===== src/bit_packer_msb_first_defines.svh =====
// assertion macros for the packer modules (used by bpm_back)
`ifndef BIT_PACKER_MSB_FIRST_DEFINES_SVH
`define BIT_PACKER_MSB_FIRST_DEFINES_SVH

// same-cycle implication, checked outside reset
`define BPM_ASSERT_NOW(label, ante, cons) \
   label: assert property (@(posedge clock) disable iff (reset) (ante) |-> (cons)) \
      else $error("bit packer check failed");

// next-cycle implication, checked outside reset
`define BPM_ASSERT_NEXT(label, ante, cons) \
   label: assert property (@(posedge clock) disable iff (reset) (ante) |=> (cons)) \
      else $error("bit packer check failed");

`endif


===== src/bpm_pkg.sv =====
package bpm_pkg;

   localparam int MAX_CODE_BITS_DEF = 64;
   localparam int VALUE_W           = 64;
   localparam int LENGTH_W          = 7;
   localparam int BYTE_W            = 8;
   localparam int PEND_W            = 7;
   localparam int CNT_W             = 3;
   localparam int QUEUE_DEPTH       = 4;

   typedef enum logic [0:0] {
      OP_APPEND = 1'b0,
      OP_FLUSH  = 1'b1
   } bpm_op_type;

endpackage


===== src/bpm_if.sv =====
interface bpm_req_if;
   import bpm_pkg::*;

   logic                valid;
   logic                ready;
   logic                operation;
   logic [VALUE_W-1:0]  code_value;
   logic [LENGTH_W-1:0] code_length;

   modport source (output valid, output operation, output code_value, output code_length,
                   input ready);
   modport sink (input valid, input operation, input code_value, input code_length,
                 output ready);
endinterface

interface bpm_rsp_if;
   import bpm_pkg::*;

   logic              valid;
   logic              ready;
   logic [BYTE_W-1:0] out_byte;
   logic              last;

   modport source (output valid, output out_byte, output last, input ready);
   modport sink (input valid, input out_byte, input last, output ready);
endinterface


===== src/bpm_front.sv =====
module bpm_front #(
   parameter int MAX_CODE_BITS = bpm_pkg::MAX_CODE_BITS_DEF
) (
   input  logic clock,
   input  logic reset,
   bpm_req_if.sink req,
   output logic push_valid,
   input  logic push_ready,
   output logic [8*((MAX_CODE_BITS+7)/8)-1:0] push_word,
   output logic [$clog2((MAX_CODE_BITS+7)/8+1)-1:0] push_count
);
   import bpm_pkg::*;

   localparam int MAX_BYTES = (MAX_CODE_BITS + 7) / 8;
   localparam int WB  = 8 * MAX_BYTES;
   localparam int NBW = $clog2(MAX_BYTES + 1);
   localparam int CW  = MAX_CODE_BITS + PEND_W;
   localparam int LW  = $clog2(MAX_CODE_BITS + 1);
   localparam int TW  = $clog2(CW + 1);

   logic [PEND_W-1:0] acc_ff, acc_in;
   logic [CNT_W-1:0]  cnt_ff, cnt_in;

   logic              is_flush;
   logic [LW-1:0]     len_eff;
   logic [CW-1:0]     masked;
   logic [CW-1:0]     comb_bits;
   logic [TW-1:0]     total;
   logic [CNT_W-1:0]  rem;
   logic [CW-1:0]     aligned;
   logic              accept;

   always_comb begin
      is_flush = (req.operation == OP_FLUSH);
      if (is_flush) begin
         len_eff = '0;
      end else if (req.code_length > LENGTH_W'(MAX_CODE_BITS)) begin
         len_eff = LW'(MAX_CODE_BITS);
      end else begin
         len_eff = req.code_length[LW-1:0];
      end
      masked    = CW'(req.code_value[MAX_CODE_BITS-1:0] &
                      ~({MAX_CODE_BITS{1'b1}} << len_eff));
      comb_bits = (CW'(acc_ff) << len_eff) | masked;
      total     = TW'(cnt_ff) + TW'(len_eff);
      rem       = total[CNT_W-1:0];
      aligned   = comb_bits << (TW'(CW) - total);
      push_word = aligned[CW-1 -: WB];
      if (is_flush) begin
         push_count = (cnt_ff != '0) ? NBW'(1) : '0;
         acc_in     = '0;
         cnt_in     = '0;
      end else begin
         push_count = NBW'(total >> 3);
         acc_in     = comb_bits[PEND_W-1:0] & ~({PEND_W{1'b1}} << rem);
         cnt_in     = rem;
      end
   end

   assign req.ready  = push_ready;
   assign accept     = req.valid && push_ready;
   assign push_valid = req.valid && (push_count != '0);

   always_ff @(posedge clock) begin
      if (reset) begin
         acc_ff <= '0;
         cnt_ff <= '0;
      end else if (accept) begin
         acc_ff <= acc_in;
         cnt_ff <= cnt_in;
      end
   end

endmodule


===== src/bpm_queue.sv =====
module bpm_queue #(
   parameter int WIDTH = 8,
   parameter int DEPTH = bpm_pkg::QUEUE_DEPTH
) (
   input  logic             clock,
   input  logic             reset,
   input  logic             push_valid,
   output logic             push_ready,
   input  logic [WIDTH-1:0] push_data,
   output logic             pop_valid,
   input  logic             pop_ready,
   output logic [WIDTH-1:0] pop_data
);
   localparam int PW = (DEPTH > 1) ? $clog2(DEPTH) : 1;
   localparam int CW = $clog2(DEPTH + 1);

   logic [WIDTH-1:0] mem_ff [DEPTH];
   logic [PW-1:0]    wr_ptr_ff, wr_ptr_in;
   logic [PW-1:0]    rd_ptr_ff, rd_ptr_in;
   logic [CW-1:0]    count_ff, count_in;
   logic             push_fire, pop_fire;

   assign push_ready = (count_ff != CW'(DEPTH));
   assign pop_valid  = (count_ff != '0);
   assign pop_data   = mem_ff[rd_ptr_ff];
   assign push_fire  = push_valid && push_ready;
   assign pop_fire   = pop_valid && pop_ready;

   always_comb begin
      wr_ptr_in = wr_ptr_ff;
      rd_ptr_in = rd_ptr_ff;
      count_in  = count_ff;
      if (push_fire) begin
         wr_ptr_in = (wr_ptr_ff == PW'(DEPTH - 1)) ? '0 : wr_ptr_ff + PW'(1);
      end
      if (pop_fire) begin
         rd_ptr_in = (rd_ptr_ff == PW'(DEPTH - 1)) ? '0 : rd_ptr_ff + PW'(1);
      end
      if (push_fire && !pop_fire) begin
         count_in = count_ff + CW'(1);
      end else if (pop_fire && !push_fire) begin
         count_in = count_ff - CW'(1);
      end
   end

   always_ff @(posedge clock) begin
      if (reset) begin
         wr_ptr_ff <= '0;
         rd_ptr_ff <= '0;
         count_ff  <= '0;
      end else begin
         wr_ptr_ff <= wr_ptr_in;
         rd_ptr_ff <= rd_ptr_in;
         count_ff  <= count_in;
      end
   end

   always_ff @(posedge clock) begin
      if (push_fire) begin
         mem_ff[wr_ptr_ff] <= push_data;
      end
   end

endmodule


===== src/bpm_back.sv =====
`include "bit_packer_msb_first_defines.svh"

module bpm_back #(
   parameter int MAX_CODE_BITS = bpm_pkg::MAX_CODE_BITS_DEF
) (
   input  logic clock,
   input  logic reset,
   input  logic pop_valid,
   output logic pop_ready,
   input  logic [8*((MAX_CODE_BITS+7)/8)-1:0] pop_word,
   input  logic [$clog2((MAX_CODE_BITS+7)/8+1)-1:0] pop_count,
   bpm_rsp_if.source rsp
);
   import bpm_pkg::*;

   localparam int MAX_BYTES = (MAX_CODE_BITS + 7) / 8;
   localparam int WB  = 8 * MAX_BYTES;
   localparam int NBW = $clog2(MAX_BYTES + 1);

   logic [WB-1:0]  word_ff, word_in;
   logic [NBW-1:0] left_ff, left_in;
   logic           rsp_fire, pop_fire;

   assign rsp.valid    = (left_ff != '0);
   assign rsp.last     = (left_ff == NBW'(1));
   assign rsp.out_byte = word_ff[WB-1 -: BYTE_W];
   assign rsp_fire     = rsp.valid && rsp.ready;
   assign pop_ready    = (left_ff == '0) || (rsp.last && rsp.ready);
   assign pop_fire     = pop_valid && pop_ready;

   always_comb begin
      word_in = word_ff;
      left_in = left_ff;
      if (pop_fire) begin
         word_in = pop_word;
         left_in = pop_count;
      end else if (rsp_fire) begin
         word_in = word_ff << BYTE_W;
         left_in = left_ff - NBW'(1);
      end
   end

   always_ff @(posedge clock) begin
      if (reset) begin
         left_ff <= '0;
      end else begin
         left_ff <= left_in;
      end
   end

   always_ff @(posedge clock) begin
      word_ff <= word_in;
   end

   `BPM_ASSERT_NOW(a_left_range, 1'b1, left_ff <= NBW'(MAX_BYTES))
   `BPM_ASSERT_NEXT(a_loaded_nonempty, pop_fire, left_ff != '0)
   `BPM_ASSERT_NEXT(a_drain_empty, rsp_fire && rsp.last && !pop_valid, left_ff == '0)

endmodule


===== src/bit_packer_msb_first.sv =====
// msb-first variable-length bit packer
// req channel: one request per handshake, operation append or flush;
//   append takes the low code_length bits of code_value (length saturates
//   at MAX_CODE_BITS), flush pads the pending partial byte with zeros
// rsp channel: one byte per handshake, earliest bit in bit 7; last marks
//   the final byte caused by a request; requests that make no byte give none
// throughput: one request per cycle while the request queue has room; the
//   byte side moves one byte per cycle while rsp.ready is high, so a
//   multi-byte request holds the output until its last byte and the
//   four-entry queue absorbs the bursts; an accepted request is written
//   into the queue and then loaded into the output stage, which offers its first byte
// a stalled rsp.ready holds the current byte; the queue fills and then
//   req.ready drops until a slot frees
// reset clears the pending bits, the queue and the output stage
module bit_packer_msb_first #(
   parameter int MAX_CODE_BITS = bpm_pkg::MAX_CODE_BITS_DEF
) (
   input  logic clock,
   input  logic reset,
   bpm_req_if.sink   req_chan,
   bpm_rsp_if.source rsp_chan
);
   import bpm_pkg::*;

   localparam int MAX_BYTES = (MAX_CODE_BITS + 7) / 8;
   localparam int WB  = 8 * MAX_BYTES;
   localparam int NBW = $clog2(MAX_BYTES + 1);
   localparam int EW  = WB + NBW;

   logic           push_valid, push_ready;
   logic [WB-1:0]  push_word;
   logic [NBW-1:0] push_count;
   logic           pop_valid, pop_ready;
   logic [EW-1:0]  pop_data;

   bpm_front #(.MAX_CODE_BITS(MAX_CODE_BITS)) u_front (
      .clock      (clock),
      .reset      (reset),
      .req        (req_chan),
      .push_valid (push_valid),
      .push_ready (push_ready),
      .push_word  (push_word),
      .push_count (push_count)
   );

   bpm_queue #(.WIDTH(EW), .DEPTH(QUEUE_DEPTH)) u_queue (
      .clock      (clock),
      .reset      (reset),
      .push_valid (push_valid),
      .push_ready (push_ready),
      .push_data  ({push_word, push_count}),
      .pop_valid  (pop_valid),
      .pop_ready  (pop_ready),
      .pop_data   (pop_data)
   );

   bpm_back #(.MAX_CODE_BITS(MAX_CODE_BITS)) u_back (
      .clock     (clock),
      .reset     (reset),
      .pop_valid (pop_valid),
      .pop_ready (pop_ready),
      .pop_word  (pop_data[EW-1 -: WB]),
      .pop_count (pop_data[NBW-1:0]),
      .rsp       (rsp_chan)
   );

endmodule

===== src/flat_wrapper.sv =====
// flat-port wrapper written by rule: the top's interface ports become plain ports
module bit_packer_msb_first_flat import bpm_pkg::*;
#(
   parameter int MAX_CODE_BITS = bpm_pkg::MAX_CODE_BITS_DEF
)
  (clock, reset, req_chan_valid, req_chan_operation, req_chan_code_value, req_chan_code_length, req_chan_ready, rsp_chan_valid, rsp_chan_out_byte, rsp_chan_last, rsp_chan_ready);
  bpm_req_if req_chan_i ();
  bpm_rsp_if rsp_chan_i ();
  input  logic clock;
  input  logic reset;
  input wire logic [$bits(req_chan_i.valid)-1:0] req_chan_valid;
  input wire logic [$bits(req_chan_i.operation)-1:0] req_chan_operation;
  input wire logic [$bits(req_chan_i.code_value)-1:0] req_chan_code_value;
  input wire logic [$bits(req_chan_i.code_length)-1:0] req_chan_code_length;
  output wire logic [$bits(req_chan_i.ready)-1:0] req_chan_ready;
  output wire logic [$bits(rsp_chan_i.valid)-1:0] rsp_chan_valid;
  output wire logic [$bits(rsp_chan_i.out_byte)-1:0] rsp_chan_out_byte;
  output wire logic [$bits(rsp_chan_i.last)-1:0] rsp_chan_last;
  input wire logic [$bits(rsp_chan_i.ready)-1:0] rsp_chan_ready;
  assign req_chan_i.valid = req_chan_valid;
  assign req_chan_i.operation = req_chan_operation;
  assign req_chan_i.code_value = req_chan_code_value;
  assign req_chan_i.code_length = req_chan_code_length;
  assign req_chan_ready = req_chan_i.ready;
  assign rsp_chan_valid = rsp_chan_i.valid;
  assign rsp_chan_out_byte = rsp_chan_i.out_byte;
  assign rsp_chan_last = rsp_chan_i.last;
  assign rsp_chan_i.ready = rsp_chan_ready;
  bit_packer_msb_first #(.MAX_CODE_BITS(MAX_CODE_BITS)) u_core (.clock(clock), .reset(reset), .req_chan(req_chan_i), .rsp_chan(rsp_chan_i));
endmodule

===== config.mk =====
export PLATFORM = sky130hd
export DESIGN_NAME = bit_packer_msb_first_flat
export DESIGN_NICKNAME = d
export VERILOG_FILES = /design/src/bpm_pkg.sv /design/src/bpm_if.sv /design/src/bpm_front.sv /design/src/bpm_queue.sv /design/src/bpm_back.sv /design/src/bit_packer_msb_first.sv /design/src/flat_wrapper.sv
export VERILOG_INCLUDE_DIRS = /design/src /design/src/src
export SDC_FILE = /design/constraint.sdc
export NUM_CORES = 1
export LEC_CHECK = 0
export ABC_AREA = 1
export BUFFER_PORTS_ARGS = -buffer_cell sky130_fd_sc_hd__buf_2
export CAP_MARGIN = 10
export CORE_ASPECT_RATIO = 2
export CORE_MARGIN = 1.5
export CORE_UTILIZATION = 55
export CTS_CLUSTER_SIZE = 25
export DETAILED_ROUTE_END_ITERATION = 8
export MAX_ROUTING_LAYER = met4
export PLACE_DENSITY = 0.72
export SYNTH_ARGS = -nofsm -noshare
export SYNTH_HDL_FRONTEND = slang
export SYNTH_SLANG_ARGS = --single-unit

===== constraint.sdc =====
create_clock -name clock -period 7.6 [get_ports clock]
set_input_delay 0.38 -clock clock [delete_from_list [all_inputs] [get_ports clock]]
set_output_delay 0.38 -clock clock [all_outputs]
set_load 0.01 [all_outputs]

== Word level (Yosys, flattened, before mapping) ==
Memories as Yosys holds them, arrays and structs flattened. A register that Yosys moved wholly into a read port is not among the register bits.
Index checks and enable logic that the tools add are counted.
Word-level totals
  word-level logic and storage cells: 65
  bits in latches: 0
  ROM bits: 0
  input port bits: 76
  memories kept: 1
  output and inout bits: 11
  flip-flop bits (word level): 85
  RAM bits: 272
Memory list
  u_core.u_queue.mem_ff: depth 4, bits a word 68, rd ports 1, clocked after Yosys merged registers in 1, wr ports 1, line bpm_queue.sv:17  | logic [WIDTH-1:0] mem_ff [DEPTH];
Cells by class
  reduce and logical (&&, ||, !) cells: 18
  add/subtract/negate cells: 7
  multiply operators: 0
  shifts and indexed selects: 4
  magnitude comparators: 1
  muxes and demuxes: 18
  equality and inequality tests: 4
  divide/modulo/power cells: 0
  bitwise gates (word level): 5
Operators with widths (number)
  $mux 64: 2
  $and 64x71->71: 1
  $not 71->71: 1
  $or 71x71->71: 1
  $shl 64x7->71 const A: 1
  $shl 7x7->71: 1
  $shl 71x7->71: 1
  $mux 7: 3
  $mux 4: 3
  $mux 3: 3
  $logic_and 1x1->1: 8
  $mux 2: 4
  $reduce_bool 4->1: 2
  $add 3x7->7: 1
  $and 7x7->7: 1
  $gt 7x7->1 const B: 1
  $not 7->7: 1
  $shl 7x3->7 const A: 1
  $sub 7x7->7 const A: 1
  $reduce_bool 3->1: 2
  $add 2x1->2 const B: 2
  $eq 2x2->1 const B: 2
  $eq 4x1->1 const B: 1
  $logic_not 4->1: 1
  8 further kinds: 12

== Logic depth before layout (Yosys ltp) ==
Gate-level depths: netlist (run 1).
  depth in word-level cells: 12
  mapped depth: 23
  gate-level depth less buffers: 21

== Cells and area by module ==
A second synthesis (run 1) with hierarchy kept.
Second synthesis, totals
  cells, all modules: 2503
  area total of the unflattened synthesis: 20902.5 µm²
Modules (own cells, without submodules)
  bpm_queue: instances 1, cells an instance 726, sequential area each 8348.0 µm², area an instance 10556.4 µm²
  bpm_front: instances 1, cells an instance 1455, sequential area each 200.2 µm², area an instance 7255.7 µm²
  bpm_back: instances 1, cells an instance 322, sequential area each 2001.9 µm², area an instance 3090.5 µm²

== Least setup slack after synthesis (run 1) ==
Ideal clock, no wire load.
  path kind: in2reg
  start point: in req_chan_code_length[6]
  end point: mem u_core.u_queue.mem_ff[0][0] (netlist bit) (enable)
  stages on the path: 14
  slack: 2.032 ns
  arrival: 5.074 ns
  required time: 7.105 ns
  library setup time: 0.495 ns
  path buffers: 1
  cell sequence: inv_4 > nand2_1 > nor2_4 > buf_2 > ha_1 > nand2_1 > nand2_1 > a31oi_1 > xor2_1 > a21oi_1 > nor2_1 > nand3_1 > nand2_1 > nor2_1
Between the ends
  cells in the longest elaborated chain, start to end: 10
RTL lines
  start, declared: line flat_wrapper.sv:14  | input wire logic [$bits(req_chan_i.code_length)-1:0] req_chan_code_length;
  $gt 7x7->1: line bpm_front.sv:37  | end else if (req.code_length > LENGTH_W'(MAX_CODE_BITS)) begin
  $mux 7: line bpm_front.sv:37
  $mux 7: line bpm_front.sv:35  | if (is_flush) begin
  $add 3x7->7: line bpm_front.sv:45  | total = TW'(cnt_ff) + TW'(len_eff);
  $mux 4: line bpm_front.sv:49  | if (is_flush) begin
  net u_core.push_count[0]: line bit_packer_msb_first.sv:32  | logic [NBW-1:0] push_count;
  $reduce_bool 4->1: line bpm_front.sv:62  | assign push_valid = req.valid && (push_count != '0);
  $logic_and 1x1->1: line bpm_front.sv:62
  $logic_and 1x1->1: line bpm_queue.sv:26  | assign push_fire = push_valid && push_ready;
  $mux 1: line bpm_queue.sv:59  | if (push_fire) begin
  $mux 1 (implied by the code): line bpm_queue.sv:60  | mem_ff[wr_ptr_ff] <= push_data;
  end, declared: line bpm_queue.sv:17
The timed path passes the listed nets, and every way through them passes these cells.

== Worst setup path in the final report (run 1) ==
  start point: in req_chan_operation
  end point: mem u_core.u_queue.mem_ff[3][14] (netlist bit) (enable)
Between the ends
  cells in the longest elaborated chain, start to end: 8
RTL lines
  start, declared: line flat_wrapper.sv:12  | input wire logic [$bits(req_chan_i.operation)-1:0] req_chan_operation;
  $mux 7: line bpm_front.sv:35
  $add 3x7->7: line bpm_front.sv:45
  $mux 4 (*): line bpm_front.sv:49
  net u_core.push_count[0]: line bit_packer_msb_first.sv:32
  $reduce_bool 4->1 (*): line bpm_front.sv:62
  $logic_and 1x1->1 (*): line bpm_front.sv:62
  $logic_and 1x1->1 (*): line bpm_queue.sv:26
  $mux 1 (*): line bpm_queue.sv:59
  $mux 1 (implied by the code) (*): line bpm_queue.sv:60
Mark *: on every way through the listed nets, which the timed path passes. The rest lies on a longest branch.

==> results of run 1 <==
flip-flops by register name, indices dropped and copies added (netlist names), named ones only:
signal,flops
u_core.u_back.left_ff,4
u_core.u_back.word_ff,64
u_core.u_front.acc_ff,7
u_core.u_front.cnt_ff,3
u_core.u_queue.count_ff,3
u_core.u_queue.mem_ff,272
u_core.u_queue.rd_ptr_ff,2
u_core.u_queue.wr_ptr_ff,2
routing by layer:
layer	vias to the layer above	track usage, %
li1	8748	-
met1	9170	40.33
met4	0	39.16
met5	-	-
met2	1194	68.92
met3	391	6.373
final timing paths:
| kind | endpoint | slack (ps) | cells after the start |
|---|---|---|---|
| max | u_core.u_queue.mem_ff[3][14] | 2910 | 14 |
| min | u_core.u_back.left_ff[3] | 130 | 4 |
| max reg2reg | u_core.u_queue.mem_ff[3][14] | 3300 | 12 |
| min reg2reg | u_core.u_back.left_ff[1] | 510 | 2 |
area by class of cell:
class                   instances  area [µm²]
diodes                          2       5.005
clock buffers                  37       785.8
clock inverters                17       195.2
fillers                      3090       14620
inverters                      83       320.3
multi-input cells            1844        8961
flip-flops and latches        359       10560
well taps                     454       568.0
repair buffers                116       655.6
through the flow:
step	instance area (µm²)	util, %	worst slack [ps]	total power, mW	std cells
finish	22050	60.13	2909	6.427	2912
global route	22040	60.12	2645	6.700	2911
CTS	22040	60.11	2966	6.392	2910
detailed placement	21060	57.44	2379	4.874	2856
global placement	21060	57.44	2488	4.792	2856
floorplan	20520	-	2032	4.225	2463
cell usage in the layout, fill, tap and decap left out, types with 2 or more instances in the layout:
cell type	n
clkinvlp_4	3
o21ai_2	3
nand3_2	3
buf_4	30
inv_1	59
inv_2	17
nor2_1	380
o21ai_1	29
o211ai_1	23
nor2_2	6
or2_1	2
diode_2	2
nand2_1	277
a21oi_1	33
nor3_1	3
nor2_4	10
clkinv_4	2
a31oi_1	59
xor2_1	2
clkinv_2	3
edfxtp_1	336
clkbuf_8	3
bufinv_16	3
nand2_2	8
clkbuf_16	29
nor2_8	2
clkbuf_1	5
xor2_2	3
o22ai_1	3
buf_2	86
o21ai_0	182
dfxtp_1	21
ha_1	11
nand3_1	756
clkinv_1	7
nand4_1	36
inv_4	3
kinds of logic after synthesis:
logic type | after synthesis | share of synthesized area [%]
AO/OA/AOI/OAI | 337 | 9.007
adder cells (fa/ha/maj) | 14 | 0.9269
flip-flops | 359 | 51.42
buffers and inverters | 260 | 5.275
XOR/XNOR | 7 | 0.4086
AND/OR/NAND/NOR | 1486 | 32.97
power by group:
part           switching [mW]  internal, mW
logic                    1.54         0.545
registers               0.133          2.68
clock network           0.686         0.845
worst max-delay path, cell delays in order:
cell	delay, ps
buf_2	200
inv_4	200
nand3_2	310
inv_2	400
ha_1	300
a31oi_1	410
xor2_4	130
buf_4	370
a21oi_1	430
nor2_1	70
nand3_1	70
nand2_1	290
nor2_4	460
buf_4	740
==> impl_metrics.toml, run 1 <==
[status]
status = "finished with violations"
violations = "design-rule violations"

[synth]
yosysMostFrequentCell = "nand3_1"
synth_area_um2 = 20520
synth_nets = 2553
synth_cell_types = 41
netlist.area_leader.share_pct = 49.17
synthTopCellsByCount = "756 x nand3_1, 386 x nor2_1, 336 x edfxtp_1"
synthesis.instances = 2463
synth_area_leader_cell = "edfxtp_1"
synth.area.top_cells = "edfxtp_1 49%, nand3_1 18%, nor2_1 7.1%"
async_flop_share_pct = 0
ys_ff_latch = 359
yosys_warnings = 0
syn_area_per_cell_um2 = 8.331
synth_ff_type = "edfxtp_1"
synth_edf_count = 336
yosysSeqAreaShare_pct = 51.42

[drt]
drt_wl_total_mm = 77.98
top_layer = "met4"
dr.pass1.iters = 9
vias = 19500
post_drt_wl_per_cell_um = 26.78
viasPerCell = 6.697
drt-met1-wl_mm = 24.48
drt_iter0_drc = 2343
remaining_drc_errors = 2
wl_met3_mm = 5.566
postRouteAntennaNets = 0
route.met2.wl_mm = 38.78

[global_route]
grt_pass1_vias = 18890
antenna_found_initial = 1
grt_max_degree = 85
overflow = 0
grt.total_usage_pct = 41.24
grt_pass1_wl_mm = 114.6

[setup_path]
cp.arrival_ps = 4890
cp-end-kind = "flip-flop"
crit_start = "req_chan_operation"
critPathLaunchType = "primary input"
crit_type = "in2reg"
r2r_start = "u_core.u_front.cnt_ff[2]"
critPathRequiredTime_ps = 7800
worstPathMaxFanout = 78

[cts]
cts_resized = 0
clkSinkCount = 359
clock_latency_ps = 570
clockBufferDepth = 3
cts_tree = "done"
cts_root_buf = "clkbuf_16"
ctsHoldBuffers = 0
htree_levels = 1
cts_setup_buffers = 0
clkTransAtPathRegs_ps = 70
cts_buffers = 29

[die]
die_h_um = 276.2
start_util_pct = 55.96
rows = 99
die-area_um2 = 38540
die_width_um = 139.6
io_pins = 87
fp.coreArea_um2 = 36670

[sta]
fmax_mhz = 213.2
finClkSkew_ps = 11.00
hold_violations = 0
slew_headroom_pct = 25.31
timing.hold.ws_ps = 127.8
slew_viol_final = 0
finalSetupViolations = 0
fin_crit_sh_pct = 61.72
rsz0062_at_grt = "false"
setup_tns_ps = 0
post-route-min-period_ps = 4691
tightest_slew_ps = 1109

[pwr]
p_leak_nw = 8.347
irDropWorstVdd_mv = 0.2009
powerDensity_nw_per_um2 = 291.5

[placed_design]
gp_congestion = 1.082
dpl.hpwl_mm = 56.88
portBuffers = 86

[finish]
layout-drive-gt1-share_pct = 9.161
nNetsFinal = 2523
syn2layout_area_growth_pct = 7.445

[hold_path]
holdCritPathClass = "in2reg"
hp-start = "rsp_chan_ready"

[flow_run]
drv_cap = 0
No activity file was read; power rests on OpenSTA's default activity.
==> run 2, diff against run 1 <==
==> constraint.sdc (replaced) <==
create_clock -name clock -period 4.5 [get_ports clock]
set_input_delay 0.225 -clock clock [delete_from_list [all_inputs] [get_ports clock]]
set_output_delay 0.225 -clock clock [all_outputs]
set_load 0.01 [all_outputs]
==> run 2 against run 1 <==
Compared with the run above:
- the run still ends with design-rule violations left
- non-clock buffer count grew 53
- core utilization increased by 1.5 points
- die area unchanged
- final cell count is 1.6% higher
- largest power group unchanged
- sequential share of layout area down 1.2 points
- final area rose by 2.5%
- sequential cell count stayed put
- highest routed layer unchanged
- sequential power rose by 69%
==> impl_metrics.toml, run 2 (synthesized netlist as in run 1, its figures left out) <==
[status]
status = "finished with violations"
violations = "design-rule violations"

[setup_path]
crit_end = "u_core.u_queue.mem_ff[3][28]"
critPathRequiredTime_ps = 4800
cp.arrival_ps = 4290
worstPathMaxFanout = 23
crit_start = "req_chan_code_length[6]"
r2r_start = "u_core.u_front.cnt_ff[0]"
r2r_end = "u_core.u_queue.mem_ff[3][28]"
crit_type = "in2reg"
ff2ff_setup_slack_ps = 730
critPathLaunchType = "primary input"
cp-end-kind = "flip-flop"
ff2ff_path_depth = 12

[flow_run]
drv_cap = 0

[global_route]
overflow = 0
grt_max_degree = 87
grt.total_usage_pct = 43.36
grt_pass1_wl_mm = 119.6
grt_pass1_vias = 19300
antenna_found_initial = 1

[die]
rows = 99
die_width_um = 139.6
start_util_pct = 55.96
io_pins = 87
die-area_um2 = 38540
fp.coreArea_um2 = 36670
die_h_um = 276.2

[hold_path]
hp-start = "req_chan_code_value[3]"
holdCritPathClass = "in2reg"

[pwr]
irDropWorstVdd_mv = 0.3911
powerDensity_nw_per_um2 = 488.0
p_leak_nw = 8.643
fin_total_pwr_mw = 11.03

[placed_design]
dpl_worst_slack_ps = 348.4
dp_cells = 2906
portBuffers = 86
placed_area_um2 = 21630
dpl.hpwl_mm = 60.60
gp_congestion = 1.140

[finish]
final_common_cell = "nand3_1"
nNetsFinal = 2574
multi_input_area_um2 = 8959
top_regs = "u_core.u_queue.mem_ff: 272 flops, u_core.u_back.word_ff: 64 flops, u_core.u_front.acc_ff: 7 flops"
most-common-layout-cells = "756 x nand3_1, 381 x nor2_1, 336 x edfxtp_1"
layout.cells.non_filler = 2959
largest_reg_flops = 272
max_flop_register = "u_core.u_queue.mem_ff"
syn2layout_area_growth_pct = 10.17
final-seq-area_um2 = 10560
fillers = 2944
fin_area_um2 = 22610
fin_util_pct = 61.65
layout-drive-gt1-share_pct = 10.74

[drt]
dr.pass1.iters = 9
drt_wl_total_mm = 81.69
remaining_drc_errors = 2
viasPerCell = 6.707
postRouteAntennaNets = 0
drt_iter0_drc = 2359
vias = 19850
post_drt_wl_per_cell_um = 27.61

[cts]
clkTransAtPathRegs_ps = 80
cts_setup_buffers = 0
cts_root_buf = "clkbuf_16"
clkSinkCount = 359
clock_latency_ps = 590
cts_resized = 0
cts_buffers = 27
cts_tree = "done"
ctsHoldBuffers = 3
clockBufferDepth = 3
htree_levels = 1

[sta]
post-route-min-period_ps = 3991
finClkSkew_ps = 35.17
finalSetupViolations = 0
timing.hold.ws_ps = 121.8
hold_violations = 0
setup_tns_ps = 0
slew_viol_final = 0
fin_crit_sh_pct = 88.69
tightest_slew_ps = 1176
rsz0062_at_grt = "false"
slew_headroom_pct = 20.76
worst_slack_ps = 509.1
fmax_mhz = 250.6
==> run 2: layout make-up <==
type | instances | share of cell area (%)
flip-flops and latches | 359 | 46.69
multi-input cells | 1844 | 39.63
repair buffers | 169 | 5.579
clock buffers | 32 | 3.072
well taps | 454 | 2.513
inverters | 83 | 1.417
clock inverters | 17 | 1.085
diodes | 1 | 0.01107
==> run 2: worst min-delay path by stage <==
| stage | end | slack, ps | cells past startpoint |
|---|---|---|---|
| 3_5_place_dp | u_core.u_queue.count_ff[2] | 480 | 2 |
| 3_3_place_gp | u_core.u_back.left_ff[3] | 480 | 2 |
| 2_1_floorplan | u_core.u_front.cnt_ff[2] | 290 | 1 |
| 4_1_cts | u_core.u_front.acc_ff[3] | 90 | 5 |
| 5_1_grt | u_core.u_front.acc_ff[3] | 150 | 5 |
| 6_report | u_core.u_front.acc_ff[3] | 120 | 5 |
==> run 2: per-layer routing <==
metal	up-vias	part of all wire (%)	wire length, µm	GRT usage [%]
met2	1301	50	40500	72.89
met5	-	0	0	-
li1	8835	-	-	-
met3	406	6.8	5515	5.733
met4	0	13	10270	42.75
met1	9303	31	25400	41.97
==> run 2: critical path, cell delays in order <==
cell,delay [ps]
buf_2,150
inv_4,110
nand2_2,100
nor2_8,480
nand2_2,300
nor2_1,670
nand3_1,430
nand2_1,390
nand2_1,120
nand3_1,110
nand3_1,130
nand3_1,120
nand3_1,150
nand3_1,120
nand2_1,120
nor2_1,550
==> run 2: power breakdown <==
part | internal, mW | switching [mW]
Combinational | 1.02 | 2.71
Clock | 1.41 | 1.15
Sequential | 4.52 | 0.224
